--- src/rtl/taylor_sine_cosine_top_defines.svh ---
// Assertion macros shared by the taylor_sine_cosine RTL files.
// Each macro expects signals named clk and arst_n in the enclosing module.
`ifndef TAYLOR_SINE_COSINE_TOP_DEFINES_SVH
`define TAYLOR_SINE_COSINE_TOP_DEFINES_SVH

// Same-cycle implication, checked at every rising edge outside reset.
`define TSC_ASSERT_IMP(label, ante, cons) \
	label: assert property (@(posedge clk) disable iff (!arst_n) (ante) |-> (cons)) \
		else $error("taylor_sine_cosine: same-cycle check failed");

// Next-cycle implication, checked at every rising edge outside reset.
`define TSC_ASSERT_NXT(label, ante, cons) \
	label: assert property (@(posedge clk) disable iff (!arst_n) (ante) |=> (cons)) \
		else $error("taylor_sine_cosine: next-cycle check failed");

`endif

--- src/rtl/tsc_pkg.sv ---
// Package for the Taylor sine/cosine block: widths, reciprocal table, helpers.
// No dependencies; used by tsc_mul and taylor_sine_cosine_top.
`default_nettype none

package tsc_pkg;

	localparam int MAX_TERMS   = 16;
	localparam int FRAC_BITS   = 24;
	localparam int ANGLE_W     = 5;
	localparam int CNT_W       = 4;
	localparam int XMAG_W      = 5;
	localparam int X2_W        = 9;
	localparam int RES_W       = 37;
	localparam int MAG_W       = 45;
	localparam int SUM_W       = 50;
	localparam int K_W         = 5;
	localparam int D_W         = 10;
	localparam int DIGIT_W     = 8;
	localparam int NUM_DIGITS  = 7;
	localparam int DIG_IDX_W   = 3;
	localparam int DIV_W       = NUM_DIGITS * DIGIT_W;
	localparam int RP_W        = D_W + DIGIT_W;
	localparam int MUL_W       = 28;
	localparam int PROD_W      = 2 * MUL_W;
	localparam int RECIP_SHIFT = 28;
	localparam int RECIP_W     = 28;
	localparam int IN_DATA_W   = 16;
	localparam int OUT_DATA_W  = 40;

	typedef logic [MUL_W-1:0]   mul_op_t;
	typedef logic [PROD_W-1:0]  mul_prod_t;
	typedef logic [RECIP_W-1:0] recip_t;

	localparam longint RECIP_ONE = 64'sd1 << RECIP_SHIFT;

	// Rounded-up reciprocal of k(k+1), scaled by 2^RECIP_SHIFT, indexed by k.
	// Entries for k of zero and 31 are never used.
	localparam recip_t RECIP_TAB [32] = '{
		recip_t'(0),
		recip_t'((RECIP_ONE + 2 - 1) / 2),
		recip_t'((RECIP_ONE + 6 - 1) / 6),
		recip_t'((RECIP_ONE + 12 - 1) / 12),
		recip_t'((RECIP_ONE + 20 - 1) / 20),
		recip_t'((RECIP_ONE + 30 - 1) / 30),
		recip_t'((RECIP_ONE + 42 - 1) / 42),
		recip_t'((RECIP_ONE + 56 - 1) / 56),
		recip_t'((RECIP_ONE + 72 - 1) / 72),
		recip_t'((RECIP_ONE + 90 - 1) / 90),
		recip_t'((RECIP_ONE + 110 - 1) / 110),
		recip_t'((RECIP_ONE + 132 - 1) / 132),
		recip_t'((RECIP_ONE + 156 - 1) / 156),
		recip_t'((RECIP_ONE + 182 - 1) / 182),
		recip_t'((RECIP_ONE + 210 - 1) / 210),
		recip_t'((RECIP_ONE + 240 - 1) / 240),
		recip_t'((RECIP_ONE + 272 - 1) / 272),
		recip_t'((RECIP_ONE + 306 - 1) / 306),
		recip_t'((RECIP_ONE + 342 - 1) / 342),
		recip_t'((RECIP_ONE + 380 - 1) / 380),
		recip_t'((RECIP_ONE + 420 - 1) / 420),
		recip_t'((RECIP_ONE + 462 - 1) / 462),
		recip_t'((RECIP_ONE + 506 - 1) / 506),
		recip_t'((RECIP_ONE + 552 - 1) / 552),
		recip_t'((RECIP_ONE + 600 - 1) / 600),
		recip_t'((RECIP_ONE + 650 - 1) / 650),
		recip_t'((RECIP_ONE + 702 - 1) / 702),
		recip_t'((RECIP_ONE + 756 - 1) / 756),
		recip_t'((RECIP_ONE + 812 - 1) / 812),
		recip_t'((RECIP_ONE + 870 - 1) / 870),
		recip_t'((RECIP_ONE + 930 - 1) / 930),
		recip_t'(0)
	};

	// Divisor k(k+1) of the term recurrence.
	function automatic logic [D_W-1:0] tsc_den(input logic [K_W-1:0] k);
		logic [K_W:0] k1;
		k1 = {1'b0, k} + 1'b1;
		return D_W'(k * k1);
	endfunction

endpackage

`default_nettype wire

--- src/rtl/tsc_mul.sv ---
// Shared unsigned multiplier of the Taylor sine/cosine block, product registered.
// Depends on tsc_pkg for operand and product widths.
`default_nettype none

module tsc_mul (
	input  wire logic              clk,
	input  wire logic              arst_n,
	input  wire tsc_pkg::mul_op_t  a,
	input  wire tsc_pkg::mul_op_t  b,
	output tsc_pkg::mul_prod_t     p
);
	import tsc_pkg::*;

	always_ff @(posedge clk or negedge arst_n) begin
		if (!arst_n) begin
			p <= '0;
		end else begin
			p <= PROD_W'(a) * PROD_W'(b);
		end
	end

endmodule

`default_nettype wire

--- src/rtl/taylor_sine_cosine_top.sv ---
// Top level of the Taylor sine/cosine block: sequencer, accumulator, output register.
// Depends on tsc_pkg, tsc_mul and taylor_sine_cosine_top_defines.svh.
//
// Usage. A request enters on the s_ stream: s_tuser selects the series (0 sine,
// 1 cosine), s_tdata carries the integer angle in radians and the index n of the
// last term summed. One result leaves on the m_ stream: m_tdata is the partial
// sum in two's complement with 24 fraction bits, and m_tuser flags a sum that
// was clamped to the 37-bit range.
// Sequence. After acceptance, each term after the first goes through the one
// shared 28x28 multiplier: two partial products for the term times x^2, then
// seven radix-256 digit steps of a reciprocal divide by k(k+1), two multiplies
// per digit, and an accumulate step; the final sum then goes to the output register.
// Flow. One request at a time; s_tready is high only while the sequencer is
// idle, so a new request is taken only once the previous one has finished. A
// finished result sits in the output register, so the next request is taken
// while that result waits for m_tready.
// Stall. If the receiver holds m_tready low and a second result completes, the
// sequencer waits in its final state until the output register empties.
// Reset. arst_n clears the sequencer, the datapath and the output valid flag at once.
`default_nettype none
`include "taylor_sine_cosine_top_defines.svh"

module taylor_sine_cosine_top (
	input  wire logic                            clk,
	input  wire logic                            arst_n,
	input  wire logic                            s_tvalid,
	output logic                                 s_tready,
	// Fields from bit 0: angle[4:0], term_count[8:5], zero fill to 16 bits.
	input  wire logic [tsc_pkg::IN_DATA_W-1:0]   s_tdata,
	// Fields from bit 0: op (0 sine, 1 cosine).
	input  wire logic                            s_tuser,
	output logic                                 m_tvalid,
	input  wire logic                            m_tready,
	// Fields from bit 0: result[36:0], zero fill to 40 bits.
	output logic [tsc_pkg::OUT_DATA_W-1:0]       m_tdata,
	// Fields from bit 0: saturated.
	output logic                                 m_tuser
);
	import tsc_pkg::*;

	typedef enum logic [2:0] {
		IDLE,
		SETUP,
		MHI,
		MSUM,
		DQ,
		DR,
		ACC,
		DONE
	} state_t;

	localparam logic signed [SUM_W-1:0] RES_MAX_S = (SUM_W'(1) <<< (RES_W - 1)) - 1;
	localparam logic signed [SUM_W-1:0] RES_MIN_S = -(SUM_W'(1) <<< (RES_W - 1));

	state_t                     state_q;
	logic                       cosine_q;
	logic [X2_W-1:0]            x2_q;
	logic [MAG_W-1:0]           mag_q;
	logic                       neg_q;
	logic signed [SUM_W-1:0]    sum_q;
	logic [CNT_W-1:0]           i_q;
	logic [CNT_W-1:0]           n_q;
	logic [D_W-1:0]             d_q;
	recip_t                     recip_q;
	mul_prod_t                  plo_q;
	logic [DIV_W-1:0]           div_q;
	logic [DIV_W-1:0]           quo_q;
	logic [DIG_IDX_W-1:0]       dig_q;
	logic                       first_q;
	logic [RP_W-1:0]            rprime_q;
	logic                       m_valid_q;
	logic [RES_W-1:0]           res_q;
	logic                       sat_q;

	mul_op_t                    mul_a;
	mul_op_t                    mul_b;
	mul_prod_t                  mul_p;

	logic                       s_accept;
	logic signed [ANGLE_W-1:0]  angle_in;
	logic [CNT_W-1:0]           cnt_in;
	logic [CNT_W-1:0]           n_in;
	logic                       xneg_in;
	logic [XMAG_W-1:0]          xmag_in;
	logic [K_W-1:0]             k_w;
	logic [D_W-1:0]             rem_w;
	logic [RP_W-1:0]            rprime_w;
	logic [DIGIT_W-1:0]         qd_w;
	logic [MAG_W-1:0]           mag_new;
	logic                       sum_hi;
	logic                       sum_lo;
	logic [RES_W-1:0]           res_w;
	logic                       res_at_limit;

	assign s_tready = (state_q == IDLE);
	assign s_accept = s_tvalid && s_tready;
	assign m_tvalid = m_valid_q;
	assign m_tdata  = OUT_DATA_W'(res_q);
	assign m_tuser  = sat_q;

	// Request decode: the magnitude of the full 5-bit range fits in 5 bits.
	assign angle_in = s_tdata[ANGLE_W-1:0];
	assign cnt_in   = s_tdata[ANGLE_W +: CNT_W];
	assign n_in     = (cnt_in > CNT_W'(MAX_TERMS - 1)) ? CNT_W'(MAX_TERMS - 1) : cnt_in;
	assign xneg_in  = angle_in[ANGLE_W-1];
	assign xmag_in  = xneg_in ? XMAG_W'(~angle_in + 1'b1) : XMAG_W'(angle_in);

	// Term i uses k = 2i for sine and k = 2i-1 for cosine.
	assign k_w = cosine_q ? K_W'({i_q, 1'b0} - 1'b1) : K_W'({i_q, 1'b0});

	// Long division, one byte of the dividend per digit step. The remainder of
	// the previous digit comes back through the multiplier as q*d.
	assign rem_w    = first_q ? '0 : D_W'(rprime_q - mul_p[RP_W-1:0]);
	assign rprime_w = {rem_w, div_q[{dig_q, 3'b000} +: DIGIT_W]};
	assign qd_w     = mul_p[RECIP_SHIFT +: DIGIT_W];
	assign mag_new  = quo_q[MAG_W-1:0];

	assign res_at_limit = (res_q == RES_MAX_S[RES_W-1:0]) || (res_q == RES_MIN_S[RES_W-1:0]);

	always_comb begin
		mul_a = '0;
		mul_b = '0;
		case (state_q)
			SETUP: begin
				mul_a = MUL_W'(mag_q[MUL_W-1:0]);
				mul_b = MUL_W'(x2_q);
			end
			MHI: begin
				mul_a = MUL_W'(mag_q[MAG_W-1:MUL_W]);
				mul_b = MUL_W'(x2_q);
			end
			DQ: begin
				mul_a = MUL_W'(rprime_w);
				mul_b = recip_q;
			end
			DR: begin
				mul_a = MUL_W'(qd_w);
				mul_b = MUL_W'(d_q);
			end
			default: begin
				mul_a = '0;
				mul_b = '0;
			end
		endcase
	end

	tsc_mul u_mul (
		.clk    (clk),
		.arst_n (arst_n),
		.a      (mul_a),
		.b      (mul_b),
		.p      (mul_p)
	);

	// Only the final sum is clamped to the result range.
	always_comb begin
		sum_hi = (sum_q > RES_MAX_S);
		sum_lo = (sum_q < RES_MIN_S);
		if (sum_hi) begin
			res_w = RES_MAX_S[RES_W-1:0];
		end else if (sum_lo) begin
			res_w = RES_MIN_S[RES_W-1:0];
		end else begin
			res_w = sum_q[RES_W-1:0];
		end
	end

	always_ff @(posedge clk or negedge arst_n) begin
		if (!arst_n) begin
			state_q   <= IDLE;
			m_valid_q <= 1'b0;
			cosine_q  <= 1'b0;
			x2_q      <= '0;
			mag_q     <= '0;
			neg_q     <= 1'b0;
			sum_q     <= '0;
			i_q       <= '0;
			n_q       <= '0;
			d_q       <= '0;
			recip_q   <= '0;
			plo_q     <= '0;
			div_q     <= '0;
			quo_q     <= '0;
			dig_q     <= '0;
			first_q   <= 1'b0;
			rprime_q  <= '0;
			res_q     <= '0;
			sat_q     <= 1'b0;
		end else begin
			// A result leaving while the next one is loaded keeps the flag set.
			if (m_valid_q && m_tready && state_q != DONE) begin
				m_valid_q <= 1'b0;
			end
			case (state_q)
				IDLE: begin
					if (s_accept) begin
						cosine_q <= s_tuser;
						x2_q     <= X2_W'(xmag_in * xmag_in);
						n_q      <= n_in;
						i_q      <= CNT_W'(1);
						if (s_tuser) begin
							mag_q <= MAG_W'(1) << FRAC_BITS;
							neg_q <= 1'b0;
							sum_q <= SUM_W'(1) <<< FRAC_BITS;
						end else begin
							mag_q <= MAG_W'(xmag_in) << FRAC_BITS;
							neg_q <= xneg_in;
							sum_q <= SUM_W'(angle_in) <<< FRAC_BITS;
						end
						state_q <= (n_in == '0) ? DONE : SETUP;
					end
				end
				SETUP: begin
					d_q     <= tsc_den(k_w);
					recip_q <= RECIP_TAB[k_w];
					state_q <= MHI;
				end
				MHI: begin
					plo_q   <= mul_p;
					state_q <= MSUM;
				end
				MSUM: begin
					// Dividend |t| * x^2 + d/2 rounds the quotient to nearest.
					div_q   <= DIV_W'(plo_q) + {mul_p[DIV_W-MUL_W-1:0], MUL_W'(0)}
						+ DIV_W'(d_q >> 1);
					dig_q   <= DIG_IDX_W'(NUM_DIGITS - 1);
					first_q <= 1'b1;
					state_q <= DQ;
				end
				DQ: begin
					rprime_q <= rprime_w;
					first_q  <= 1'b0;
					state_q  <= DR;
				end
				DR: begin
					quo_q <= {quo_q[DIV_W-DIGIT_W-1:0], qd_w};
					if (dig_q == '0) begin
						state_q <= ACC;
					end else begin
						dig_q   <= dig_q - 1'b1;
						state_q <= DQ;
					end
				end
				ACC: begin
					mag_q <= mag_new;
					if (mag_new == '0) begin
						neg_q <= 1'b0;
					end else begin
						neg_q <= !neg_q;
						if (neg_q) begin
							sum_q <= sum_q + SUM_W'(mag_new);
						end else begin
							sum_q <= sum_q - SUM_W'(mag_new);
						end
					end
					if (i_q == n_q) begin
						state_q <= DONE;
					end else begin
						i_q     <= i_q + 1'b1;
						state_q <= SETUP;
					end
				end
				DONE: begin
					if (!m_valid_q || m_tready) begin
						m_valid_q <= 1'b1;
						res_q     <= res_w;
						sat_q     <= sum_hi || sum_lo;
						state_q   <= IDLE;
					end
				end
				default: begin
					state_q <= IDLE;
				end
			endcase
		end
	end

	// The sequencer is busy in the cycle after it takes a request.
	`TSC_ASSERT_NXT(a_busy_after_accept, s_accept, !s_tready)
	// Each digit remainder must stay below the divisor.
	`TSC_ASSERT_IMP(a_rem_below_den, state_q == DQ && !first_q, rem_w < d_q)
	// The reciprocal estimate of a digit always fits in one byte.
	`TSC_ASSERT_IMP(a_digit_fits, state_q == DR, mul_p[PROD_W-1:RECIP_SHIFT+DIGIT_W] == '0)
	// The term index never passes the last term while terms are being worked.
	`TSC_ASSERT_IMP(a_index_bound, state_q != IDLE && state_q != DONE, i_q <= n_q)
	// A clamped result is one of the two range limits.
	`TSC_ASSERT_IMP(a_sat_at_limit, m_valid_q && sat_q, res_at_limit)

endmodule

`default_nettype wire

--- config.mk ---
export PLATFORM = sky130hd
export DESIGN_NAME = taylor_sine_cosine_top
export DESIGN_NICKNAME = d
export VERILOG_FILES = /design/src/rtl/tsc_pkg.sv /design/src/rtl/tsc_mul.sv /design/src/rtl/taylor_sine_cosine_top.sv
export VERILOG_INCLUDE_DIRS = /design/src /design/src/rtl
export SDC_FILE = /design/constraint.sdc
export NUM_CORES = 2
export LEC_CHECK = 0
export BUFFER_PORTS_ARGS = -buffer_cell sky130_fd_sc_hd__buf_2
export CAP_MARGIN = 20
export CORE_MARGIN = 2
export CORE_UTILIZATION = 58
export CTS_CLUSTER_DIAMETER = 30
export CTS_CLUSTER_SIZE = 40
export DETAILED_ROUTE_END_ITERATION = 6
export GPL_ROUTABILITY_DRIVEN = 0
export PLACE_DENSITY = 0.74
export SLEW_MARGIN = 20
export SYNTH_ARGS = -nofsm -noshare
export SYNTH_HDL_FRONTEND = slang
export SYNTH_SLANG_ARGS = --single-unit
--- constraint.sdc ---
create_clock -name clk -period 10.1 [get_ports clk]
set_input_delay 0.505 -clock clk [delete_from_list [all_inputs] [get_ports clk]]
set_output_delay 0.505 -clock clk [all_outputs]
set_load 0.005 [all_outputs]
# After elaboration in Yosys (flattened, before gate mapping)

Memories as Yosys holds them, arrays and structs flattened. A register that Yosys moved wholly into a read port is not among the register bits.
Index checks and enable logic that the tools add are counted.

Input port bits: 21
Word-level logic and storage cells: 111
Memories kept: 1
Register bits after elaboration: 393
Bits in read-only memories: 896
Output and inout bits: 43

Add/sub/neg operators: 10
Multiply operators: 3
Equality and inequality tests: 14
Reductions and logical operators: 23
Mux-type cells: 35
Shift-type cells: 1
Bitwise gates (word level): 2
$lt $le $gt $ge: 3

Memory list:

| name             | depth | width | read ports | clocked after memory_dff | wr ports | line                          | source |
|---|---|---|---|---|---|---|---|
| (name not given) | 32    | 28    | 1          | 1                        | 0        | taylor_sine_cosine_top.sv:215 | `recip_q <= RECIP_TAB[k_w];` |

Operators by type and width:

| cell                   | number |
|---|---|
| $mux W50               | 4 |
| $pmux W28 S4           | 1 |
| $pmux W50 S2           | 1 |
| $pmux W45 S2           | 1 |
| $pmux W28 S3           | 1 |
| $mux W37               | 2 |
| $add A56 B56 Y56       | 1 |
| $add A56 B9 Y56        | 1 |
| $mul A28 B28 Y56       | 1 |
| $shiftx A56 B7 Y8      | 1 |
| $add A50 B45 Y50       | 1 |
| $gt A50 B37 Y1 const B | 1 |
| $lt A50 B37 Y1 const B | 1 |
| $sub A50 B45 Y50       | 1 |
| $logic_not A45 Y1      | 1 |
| $mux W45               | 1 |
| $mux W29               | 1 |
| $pmux W3 S8            | 1 |
| $mux W3                | 5 |
| $eq A3 B3 Y1 const B   | 4 |
| $mux W4                | 3 |
| $mul A5 B6 Y10         | 1 |
| $mux W10               | 1 |
| $mux W5                | 2 |
| other kinds (30)       | 53 |

# Longest topological paths before layout

Depth in word-level cells: 6
Depth in mapped cells: 41
Mapped depth without buffers: 38

# By module

Synthesis repeated with hierarchy kept, for this count alone.

Cell total of the unflattened synthesis: 5734
Area, all modules: 50726.2 um^2

Modules (own cells, without submodules):

| module                 | cells each | area an instance (um^2) | sequential area each (um^2) | instances |
|---|---|---|---|---|
| tsc_mul                | 3022       | 27216.1                 | 1401.3                      | 1 |
| taylor_sine_cosine_top | 2712       | 23510.0                 | 9058.7                      | 1 |

# Worst setup path before layout

No wires, ideal clock.

Path kind: flip-flop to flip-flop
From: register rprime_q[0]
To: register u_mul.p[47]
Stages on the path, launching flop included: 37
Period minus slack after synthesis: 8545 ps
Data required time: 9974 ps
Setup time: 126 ps
Slack: 1555 ps
Path buffers: 3
Data arrival time: 8419 ps
Cells stage by stage: dfrtp_1 > inv_1 > ha_1 > inv_1 > fa_1 > a21o_1 > a21oi_1 > o21ai_0 > a21oi_1 > o21ai_0 > a21oi_1 > xnor2_1 > nand2_1 > and2_1 > clkbuf_1 > clkbuf_1 > nor2_1 > fa_1 > fa_1 > inv_1 > fa_1 > fa_1 > fa_1 > inv_1 > fa_1 > fa_1 > ha_1 > buf_2 > a21o_1 > a21o_1 > a21oi_1 > nand2_1 > nor3_1 > or4b_4 > and3_1 > or3_4 > xor2_1

Cells in the longest elaborated chain, start to end: 4

Ends and longest elaborated chain:

| what                     | line                          | source |
|---|---|---|
| start: declaration       | taylor_sine_cosine_top.sv:70  | `logic [RP_W-1:0] rprime_q;` |
| start signal: assignment | taylor_sine_cosine_top.sv:231 | `rprime_q <= rprime_w;` |
| $sub A10 B10 Y10         | taylor_sine_cosine_top.sv:113 | `assign rem_w = first_q ? '0 : D_W'(rprime_q - mul_p[RP_W-1:0]);` |
| $mux W10                 | taylor_sine_cosine_top.sv:113 |  |
| $pmux W28 S4             | taylor_sine_cosine_top.sv:123 | `case (state_q)` |
| $mul A28 B28 Y56         | tsc_mul.sv:18                 | `p <= PROD_W'(a) * PROD_W'(b);` |
| end signal: assignment   | tsc_mul.sv:18                 |  |
| end: declaration         | tsc_mul.sv:10                 | `output tsc_pkg::mul_prod_t p` |

No other way between the ends.
A chain may end at the register's enable or synchronous reset.

# Worst setup path after layout

From: register rprime_q[0]
To: register u_mul.p[48]

The elaborated chain is that of the path after synthesis.

==> summary.md <==
| Metric | Value |
|---|---|
| Worst-path clk slew | 0.05 ns |
| Antenna viol nets, final | 0 |
| Max transition margin | 25.38% |
| Nets | 6713 |
| Simple-gate portion of the synthesized area | 14.64% |
| CTS sink cnt | 418 |
| Worst Setup SP | rprime_q[0] |
| Syn_area_per_cell | 8.831 µm² |
| DP Wirelength | 104800 µm |
| Drt via density | 5.733 |
| Multi-input gate area | 0.03448 mm² |
| Worst Path Required | 10.58 ns |
| Met3 Use GR | 5.514% |
| XOR/XNOR Fraction of Synth Area | 3.998% |
| CTS Buf Count | 77 |
| Pre-CTS setup slack | 0.6461 ns |
| Violation count after the first detailed-route iteration | 3551 |
| Fin. Hold Viols | 0 |
| Synth Register Bits | 418 |
| Setup Viol. Count Final | 0 |
| Syn Inst Count | 5507 |
| Min Hold Slack | 0.1795 ns |
| Layout cells sized above 1 | 6.953% |
| Vias in the first global route | 39.26k |
| IO Count | 64 |
| GRT overflow | 0 |
| Met1 usage | 43.62% |
| Reg-to-reg endpoint | u_mul.p[48] |
| Die H | 293.6 µm |
| Max Root-Sink Buffers | 3 |
| Reg2Reg Depth | 38 |
| # rows | 106 |
| Yosys cell types | 90 |
| H-tree depth | 3 |
| # fillers | 6950 |
| Root buf cell | clkbuf_16 |
| Setup TNS | 0 ns |
| Crit-path slowest cell | and2_1 |
| Fmax achieved | 105.4 MHz |
| Worst r2r src | rprime_q[0] |
| Max-cap violations | 0 |
| Flop-to-flop setup slack | 0.61 ns |
| Ys flop type | dfrtp_1 |
| Worst Slack Setup Final | 0.6115 ns |
| Largest net degree at the start of global routing | 113 |
| Yosys top cell area share | 27.29% |
| Critical path endpoint | u_mul.p[48] |
| Tcrit/Tclk final | 93.95% |
| Syn-to-layout area delta | 9.588% |
| Class of the worst hold path | input pin to register |
| Synth Area in Compound Gates | 11.34% |
| Register area | 0.01046 mm² |
| Routed via count | 38.94k |
| Multiplexer area fraction after synthesis | 2.135% |
| Crit Path Class | register to register |
| Worst-Skew Late Latency | 0.61 ns |
| Total Routing Usage GR | 31.55% |
| Cell taking the most area after synthesis | fa_1 |
| Post-CTS setup buffer count | 0 |
| Die footprint | 0.08618 mm² |
| Setup crit end kind | register |
| Largest family of logic cells by synthesized area | adder cells |
| Worst-margin pin slew | 1.119 ns |
| RSZ-0062 raised after global routing | false |
| Core Area | 0.08329 mm² |
| Utilization after layout | 63.99% |
| Final Max Tran Viols | 0 |
| Post-synthesis sequential area ratio | 21.51% |
| Crit path DAT | 9.97 ns |
| Outcome | finished clean |
| Top post-synthesis cells by area | fa_1, dfrtp_1, ha_1 |
| Startpoint types | register |
| Post-layout min period | 9.489 ns |
| Post-synth ARST share | 100.0% |
| Wirelength per Cell | 19.46 µm |
| Initial antenna violation count | 6 |
| DRC errors left | 0 |
| Synth Area in Adders | 37.07% |
| Post-synth EDFFs | 0 |
| Synth warn | 0 |
| First-pass GRT wire length | 212200 µm |
| Clk_skew | 0.03433 ns |
| Met2 Track Usage GR | 49.59% |
| CTS tree | built |
| CP max stage delay | 0.57 ns |
| First-pass DRT Iterations | 6 |
| Routed WL | 132100 µm |
| Die width | 293.6 µm |
| Gr busiest metal | met2 |
| Initial Util | 58.39% |
| Crit-path max FO | 12 |
| Syn Std Cell Area | 0.04863 mm² |
| # port buffers | 53 |
sequential cells by signal, summed over array words and instances, names as in the netlist, 10 cells and up:
name      flops
plo_q        56
sum_q        50
mag_q        45
rprime_q     10
quo_q        45
res_q        37
div_q        56
recip_q      27
u_mul.p      56
per-stage QoR:
step	std cells	area (µm²)
2_1_floorplan	5699	49350
3_3_place_gp	6649	50660
3_5_place_dp	6649	50660
4_1_cts	6790	53280
5_1_grt	6790	53290
6_report	6792	53300
cell families after synthesis:
kind of cell	Yosys count
AND/OR/NAND/NOR	1654
buffers and inverters	1192
adder cells (fa/ha/maj)	1043
AO/OA/AOI/OAI	890
flip-flops	418
XOR/XNOR	222
multiplexers	86
other	2
routing by layer:
layer	vias to the layer above	part of all wire (%)
met5	-	0.052
met4	10	4.6
met3	344	8.9
met2	1630	46
met1	19350	41
li1	17600	-
cell usage in the layout (no fill, tap or decap), types with 29 or more instances in the layout:
master     netlist  layout
and2_1          63      63
nor2_1         398     396
nand4_1         29      29
dfrtp_1        418     418
conb_1           2     194
xor2_1         119     118
ha_1           380     380
inv_1          925     925
nor3_1          52      49
xnor2_1        103     103
fa_1           663     663
o21ai_0        290     285
clkbuf_16        0      77
nor2b_1         29      29
a31oi_1         30      30
buf_4            4      80
a21o_1         108     108
a21oi_1        229     229
mux2_2          62      62
nand3_1        122     122
buf_2           18      52
nand2_1        839     835
layout make-up:
| type | instances | share of cell area, % |
|---|---|---|
| Multi-Input combinational cell | 4089 | 64.70 |
| Sequential cell | 418 | 19.63 |
| Inverter | 927 | 6.529 |
| Clock buffer | 85 | 3.784 |
| Tap cell | 1080 | 2.535 |
| Timing Repair Buffer | 136 | 1.721 |
| Clock inverter | 55 | 1.099 |
| Antenna cell | 2 | 0.009390 |
Yosys cell counts (6+ instances only):
master,count
mux4_2,8
ha_1,380
nor2_1,398
xnor2_1,103
nand3_1,122
o21bai_1,19
o21a_1,23
nor3b_1,8
mux2_2,62
o21ai_1,6
mux2i_1,16
and2_1,63
nand2b_1,24
nand2_1,839
a211o_1,6
nand4_1,29
a221oi_1,6
nor4_1,17
xor2_1,119
a22o_1,10
a211oi_1,25
or2_2,9
nor2b_1,29
and4_1,6
o31ai_1,12
or3_1,12
a22oi_1,21
and3_1,26
buf_2,18
clkbuf_1,212
a21o_1,108
o211ai_1,22
a21boi_0,8
buf_1,29
o21ai_0,290
inv_1,925
a31oi_1,30
a221o_1,9
a21oi_1,229
fa_1,663
nor3_1,52
dfrtp_1,418
worst max-delay path: cells and delay by family, from the launching register on:
kind	cells	cell delay, ns
buf+inv	8	0.44
flops	1	0.37
compound gates	14	2.98
xor+xnor	2	0.16
fa+ha+maj	10	4.49
simple gates	4	0.92
repair_timing:
action | 4_1_cts | 5_1_grt
hold endpoints to repair | 75 | 0
endpoints found under the setup margin | 0 | 1
gates resized for setup | 0 | 1
hold buffers | 1 | 0
worst min path at each step:
stage	startpoint	to	slack, ns	cells past startpoint
after floorplan	arst_n	cosine_q	0.21	0
after global placement	m_tuser	m_tuser	0.46	2
after detailed placement	u_mul.p[55]	plo_q[55]	0.46	1
after CTS	s_tdata[8]	n_q[3]	0.15	3
after global routing	s_tdata[8]	n_q[3]	0.17	3
final	s_tdata[8]	n_q[3]	0.18	3
Power is not shown: default switching activity piles up to over one toggle a cycle in this logic, so the estimate is an artifact.
